`src/rtl/core/vucrp_pkg.sv`:
```
package vucrp_pkg;

    // Memory sizes
    localparam int NAMETABLE_BYTES = 2048;
    localparam int PATTERN_BYTES   = 8192;
    localparam int SPRITE_BYTES    = 256;
    localparam int PALETTE_BYTES   = 32;

    // Result buffer
    localparam int OUT_DEPTH = 3;
    localparam int OUT_CNT_W = $clog2(OUT_DEPTH + 1);

    // Register bit positions
    localparam int CTRL_INC32_BIT  = 2;
    localparam int CTRL_NMI_BIT    = 7;
    localparam int STAT_VBLANK_BIT = 7;

    // Address latch masks
    localparam logic [15:0] T_CTRL_MASK    = 16'hF3FF;
    localparam logic [15:0] T_SCROLL1_MASK = 16'hFFE0;
    localparam logic [15:0] T_SCROLL2_MASK = 16'h0C1F;
    localparam logic [15:0] T_ADDR1_MASK   = 16'h00FF;
    localparam logic [15:0] T_ADDR2_MASK   = 16'hFF00;

    localparam logic [7:0]  STATUS_RESET   = 8'hA0;
    localparam logic [7:0]  STATUS_PRE_RENDER_MASK = 8'h1F;
    localparam logic [15:0] VADDR_STEP_1   = 16'd1;
    localparam logic [15:0] VADDR_STEP_32  = 16'd32;

    // Video address map (14-bit space)
    localparam logic [13:0] NT_BASE  = 14'h2000;
    localparam logic [13:0] PAL_BASE = 14'h3F00;

    typedef enum logic [1:0] {
        CMD_READ    = 2'd0,
        CMD_WRITE   = 2'd1,
        CMD_VBL_SET = 2'd2,
        CMD_VBL_CLR = 2'd3
    } cmd_t;

    typedef enum logic [2:0] {
        REG_CTRL    = 3'd0,
        REG_MASK    = 3'd1,
        REG_STATUS  = 3'd2,
        REG_OAMADDR = 3'd3,
        REG_OAMDATA = 3'd4,
        REG_SCROLL  = 3'd5,
        REG_ADDR    = 3'd6,
        REG_DATA    = 3'd7
    } reg_idx_t;

    // What the second stage does with open bus and the read buffer
    typedef enum logic [2:0] {
        OB_KEEP   = 3'd0,
        OB_LOAD   = 3'd1,
        OB_STATUS = 3'd2,
        OB_OAM    = 3'd3,
        OB_CHR    = 3'd4,
        OB_NT     = 3'd5,
        OB_PAL    = 3'd6
    } ob_op_t;

    typedef struct packed {
        ob_op_t     op;
        logic [7:0] data;
        logic       nmi;
    } stage_t;

    typedef struct packed {
        logic [7:0] read_data;
        logic       nmi;
    } result_t;

    // Physical name-table offset for a video address at or above NT_BASE
    function automatic logic [10:0] nt_offset(input logic [13:0] addr, input logic mode);
        logic bank;
        bank = mode ? addr[11] : addr[10];
        return {bank, addr[9:0]};
    endfunction

    // Palette index with the backdrop mirrors folded down
    function automatic logic [4:0] pal_index(input logic [13:0] addr);
        logic [4:0] p;
        p = addr[4:0];
        if (p[1:0] == 2'b00)
        begin
            p[4] = 1'b0;
        end
        return p;
    endfunction

endpackage

```
`src/rtl/core/vucrp_out_fifo.sv`:
```
module vucrp_out_fifo (
    input  logic                                clk,
    input  logic                                rst_n,
    input  logic                                push,
    input  vucrp_pkg::result_t                  push_data,
    input  logic                                pop,
    output logic                                not_empty,
    output vucrp_pkg::result_t                  head_data,
    output logic [vucrp_pkg::OUT_CNT_W-1:0]     count
);

    localparam int PTR_W = $clog2(vucrp_pkg::OUT_DEPTH);
    localparam logic [PTR_W-1:0] PTR_LAST = PTR_W'(vucrp_pkg::OUT_DEPTH - 1);

    vucrp_pkg::result_t              buf_reg [vucrp_pkg::OUT_DEPTH];
    logic [PTR_W-1:0]                head_reg, head_next;
    logic [PTR_W-1:0]                tail_reg, tail_next;
    logic [vucrp_pkg::OUT_CNT_W-1:0] count_reg, count_next;
    logic                            do_pop;

    // Pointer and fill update; push never arrives when full
    always_comb
    begin
        do_pop     = pop && (count_reg != '0);
        head_next  = head_reg;
        tail_next  = tail_reg;
        count_next = count_reg;
        if (do_pop)
        begin
            head_next = (head_reg == PTR_LAST) ? '0 : head_reg + 1'b1;
        end
        if (push)
        begin
            tail_next = (tail_reg == PTR_LAST) ? '0 : tail_reg + 1'b1;
        end
        if (push && !do_pop)
        begin
            count_next = count_reg + 1'b1;
        end
        else if (!push && do_pop)
        begin
            count_next = count_reg - 1'b1;
        end
    end

    always_ff @(posedge clk or negedge rst_n)
    begin
        if (!rst_n)
        begin
            head_reg  <= '0;
            tail_reg  <= '0;
            count_reg <= '0;
        end
        else
        begin
            head_reg  <= head_next;
            tail_reg  <= tail_next;
            count_reg <= count_next;
        end
    end

    // Entry storage
    always_ff @(posedge clk)
    begin
        if (push)
        begin
            buf_reg[tail_reg] <= push_data;
        end
    end

    assign not_empty = (count_reg != '0);
    assign head_data = buf_reg[head_reg];
    assign count     = count_reg;

endmodule

```
`config.mk`:
```
export PLATFORM = sky130hd
export DESIGN_NAME = vucrp_out_fifo
export DESIGN_NICKNAME = d
export VERILOG_FILES = /design/src/rtl/core/vucrp_pkg.sv /design/src/rtl/core/vucrp_out_fifo.sv
export SDC_FILE = /design/constraint.sdc
export NUM_CORES = 1
export LEC_CHECK = 0
export ABC_AREA = 1
export BUFFER_PORTS_ARGS = -buffer_cell sky130_fd_sc_hd__buf_2
export CAP_MARGIN = 20
export CORE_MARGIN = 2
export CORE_UTILIZATION = 30
export DETAILED_ROUTE_END_ITERATION = 12
export GPL_TIMING_DRIVEN = 0
export PLACE_DENSITY = 0.59
export SLEW_MARGIN = 10
export SYNTH_ARGS = -nofsm -noshare
export SYNTH_HDL_FRONTEND = slang
export SYNTH_SLANG_ARGS = --single-unit
```
`constraint.sdc`:
```
create_clock -name clk -period 2.49 [get_ports clk]
set_input_delay 0.1245 -clock clk [delete_from_list [all_inputs] [get_ports clk]]
set_output_delay 0.1245 -clock clk [all_outputs]
set_load 0.05 [all_outputs]
```
== Word level (Yosys, flattened, before mapping) ==
Memory sizes are Yosys's and may differ from the RTL's.
Cells that the tools add are included.
Word-level totals
  register bits: 6
  memory bits (writable): 27
  input bits: 13
  output and inout bits: 12
  logic and storage cells: 23
  memories: 1
Memories
  buf_reg: words 3, bits a word 9, rd ports 1, clocked after Yosys merged registers in 0, wr ports 1, RTL line vucrp_out_fifo.sv:15  | vucrp_pkg::result_t buf_reg [vucrp_pkg::OUT_DEPTH];
Cells by class
  add/sub/neg operators: 4
  eq/ne operators: 2
  multiplexer cells: 6
  reduce and logical (&&, ||, !) cells: 7
Operators with widths (number)
  $mux 2: 4
  $add 2x1->2 const B: 3
  $eq 2x2->1 const B: 2
  $reduce_bool 2->1: 2
  $logic_and 1x1->1: 3
  $logic_not 1->1: 2
  $mux 1: 2
  $sub 2x1->2 const B: 1

== Longest topological paths before layout ==
  word-level depth: 5
  mapped depth: 9
  depth with buffers taken out: 9

== Worst setup path after synthesis ==
No wires, ideal clock.
  kind: register to register
  start point: reg count_reg (netlist bit count[1])
  end point: reg count_reg (netlist bit count[1])
  library setup time: 119 ps
  data arrival time: 1703 ps
  required time: 2371 ps
  path slack: 667 ps
  cell stages (with the launch flop): 9
  path buffers: 0
  cells stage by stage: dfrtp_1 inv_1 nand2_2 nand2_1 ha_1 inv_1 nand3_1 nand2_1 nand2_1
On the way
  cells in the longest elaborated chain, start to end: 5
  elaborated cells between the ends (all ways): 10
  those cells by class: 2 x add/sub; 2 x mux; 6 x reduce/logical
RTL lines
  from (decl): RTL line vucrp_out_fifo.sv:18  | logic [vucrp_pkg::OUT_CNT_W-1:0] count_reg, count_next;
  from (signal assigned): RTL line vucrp_out_fifo.sv:58  | count_reg <= count_next;
  $reduce_bool 2->1 *
  via not_empty: RTL line vucrp_out_fifo.sv:7  | output logic not_empty,
  $logic_and 1x1->1 *: RTL line vucrp_out_fifo.sv:24  | do_pop = pop && (count_reg != '0);
  $logic_not 1->1: RTL line vucrp_out_fifo.sv:36  | if (push && !do_pop)
  $logic_and 1x1->1: RTL line vucrp_out_fifo.sv:36
  $mux 2 / $reduce_bool 2->1 (equally long branches)
Mark *: on every way through the listed nets, which the timed path passes. The rest lies on a longest branch. The select of a mux whose other input is x is not followed.
A chain may end at the register's enable or synchronous reset.

== Worst setup path after layout ==
  start point: reg tail_reg[0]
  end point: mem buf_reg[2][0] in the netlist's numbering (enable)
RTL lines
  from (decl): RTL line vucrp_out_fifo.sv:17  | logic [PTR_W-1:0] tail_reg, tail_next;
  from (signal assigned): RTL line vucrp_out_fifo.sv:57  | tail_reg <= tail_next;
  to (decl): RTL line vucrp_out_fifo.sv:15
Straight into the memory's write port.

==> results.json <==
{
  "drv_slew": 0,
  "vias": 832,
  "num_rows": 23,
  "area_growth_pct": 23.25,
  "arrival_ps": 1490,
  "layout_commonest_cell": "nand2_1",
  "clockBufferDepth": 2,
  "ys_types": 15,
  "setup-tns-final_ps": 0,
  "initial_core_util": 0.3170,
  "stdcell_area_um2": 1585,
  "routed_via_density": 4.473,
  "hold_viol_final": 0,
  "rrSetupSlack_ps": 900,
  "holdPathStages": 1,
  "ioPinCount": 25,
  "fin_crit_sh": 0.6389,
  "die_w_um": 69.48,
  "synth_seq_cells": 33,
  "cts_setup_buffers": 0,
  "ant_nets": 0,
  "num-fill-cells": 377,
  "numCtsBuffers": 5,
  "antenna_cells": 0,
  "drc": 0,
  "postSynthCellCount": 103,
  "status": "complete, no violations",
  "largest_register_ffs": 27,
  "holdCritStartpoint": "push_data[3]",
  "yosys_warnings": 0,
  "cts_root_buf": "clkbuf_8",
  "rr_endpoint": "buf_reg[2][0]$_DFFE_PP_",
  "fin_hold_ws_ps": 40.39,
  "skew_ps": 5.908,
  "hpwl_um": 1532,
  "finalCriticalPeriod_ps": 1591,
  "syn_area_um2": 1286,
  "grt_max_degree": 11,
  "min_to": "buf_reg[0][3]$_DFFE_PP_",
  "crit_path_max_fanout": 9,
  "numPortBuffers": 24,
  "core-area_um2": 4058,
  "synth.avg_cell_area_um2": 12.49,
  "rsz0062_at_grt": "false",
  "drt_wl_total_um": 2338,
  "tightestPinTransition_ps": 905.1,
  "wl_per_cell_um": 12.57,
  "cp.required_ps": 2390,
  "drive_above_1_share": 0.2721,
  "holdBufCountCts": 1,
  "grt_pass1_vias": 884,
  "cts_resized": 0,
  "clkTransAtPathRegs_ps": 60,
  "fmax_ghz": 0.6286,
  "drv_cap": 0,
  "dieArea_um2": 4827,
  "grt_antenna_before_repair": 0,
  "grt_pass1_wl_um": 3829,
  "clk_latency_ps": 280,
  "place_congestion": 0.6533,
  "dpl_cell_area_um2": 1469,
  "critical_path_class": "register to register",
  "crit_family": "simple AND/OR/NAND/NOR gates",
  "overflow": 0,
  "slowest_stage": "nor2_1",
  "gr-usage-all-layers": 0.1086,
  "fin_nets": 149,
  "crit_chain": "inv_1, nand2_1, nor2_1",
  "first_pass_iters": 4,
  "final_cell_mix": "nand2_1, edfxtp_1, buf_2",
  "worstHoldPathType": "input pin to register",
  "clock-sinks": 33,
  "finalSetupViolCount": 0,
  "die_height_um": 69.48,
  "slowest_delay_ps": 680,
  "slew_headroom": 0.3944,
  "synth_nets": 117,
  "drtIter0Drc": 21,
  "endpoint_kind": "register",
  "cp-start-kind": "register",
  "cp_num_buf_inv": 1,
  "ys_seq_area_frac": 0.7471,
  "cts_tree": "done",
  "rr_startpoint": "tail_reg[0]$_DFFE_PN0P_",
  "rr_worst_depth": 3,
  "h-tree-depth": 2
}
## synthesized netlist by cell type
master	instances	area [µm²]
buf_4	1	7.510
dfrtp_1	6	150.1
edfxtp_1	27	810.8
ha_1	1	12.51
inv_1	7	26.28
inv_2	2	7.510
nand2_1	37	138.9
nand2_2	1	6.260
nand3_1	13	65.06
nand3_2	1	10.01
nand4_1	1	6.260
nor2_1	1	3.750
nor2_4	2	22.52
o21ai_0	2	10.01
xnor2_1	1	8.760
## through the flow
stage                     std cells  setup slack [ps]    util
after detailed placement        177             903.0  0.3620
after global placement          177             964.1  0.3620
after global routing            186             776.3  0.3907
final                           186             899.2  0.3907
after CTS                       186             885.6  0.3907
after floorplan                 103             667.3       -
## cells by family (layout without fill, tap and decap cells)
logic type	count (synthesis)	in the layout	synth area share
and+or+nand+nor	56	56	0.1965
DFF	33	33	0.7471
buffers and inverters	10	43	0.03211
AOI/OAI and AO/OA	2	2	0.007782
adders and majority gates	1	1	0.009726
xor gates and xnor gates	1	1	0.006811
## worst reg2reg max path: stages (launching register included)
cell	delay (ps)
dfrtp_1	380
inv_1	90
nand2_1	60
nor2_1	680
## per-layer routing
metal / share of wire / vias to the layer above / wire (µm) / track usage
met1: 0.35 / 382 / 825 / 0.09632
met2: 0.53 / 30 / 1235 / 0.1923
li1: - / 412 / - / -
met4: 0.035 / 0 / 81 / 0.08279
met3: 0.083 / 8 / 195 / 0.04506
met5: 0 / - / 0 / 0
## worst max path at each step
stage / startpoint / endpoint / slack, ps / depth (start not counted)
final: tail_reg[0]$_DFFE_PN0P_ / buf_reg[2][0]$_DFFE_PP_ / 900 / 3
after global routing: tail_reg[0]$_DFFE_PN0P_ / buf_reg[2][1]$_DFFE_PP_ / 780 / 3
after CTS: tail_reg[0]$_DFFE_PN0P_ / buf_reg[2][0]$_DFFE_PP_ / 890 / 3
after detailed placement: tail_reg[0]$_DFFE_PN0P_ / buf_reg[2][8]$_DFFE_PP_ / 900 / 3
after global placement: tail_reg[0]$_DFFE_PN0P_ / buf_reg[2][8]$_DFFE_PP_ / 960 / 3
after floorplan: count[1]$_DFFE_PN0P_ / count[1]$_DFFE_PN0P_ / 670 / 8
## layout make-up
cell class,instances,area [µm²],area share
Clock inverter,2,33.78,0.02131
Sequential cell,33,960.9,0.6062
Timing Repair Buffer,25,130.1,0.08208
Clock buffer,6,72.57,0.04578
Multi-Input combinational cell,60,284.0,0.1792
Inverter,9,33.78,0.02131
Tap cell,50,62.56,0.03946
Buffer,1,7.507,0.004736
Power is left out: the tool's default activity adds up to more than one toggle a clock period on the data nets, which glitch-free logic cannot reach.
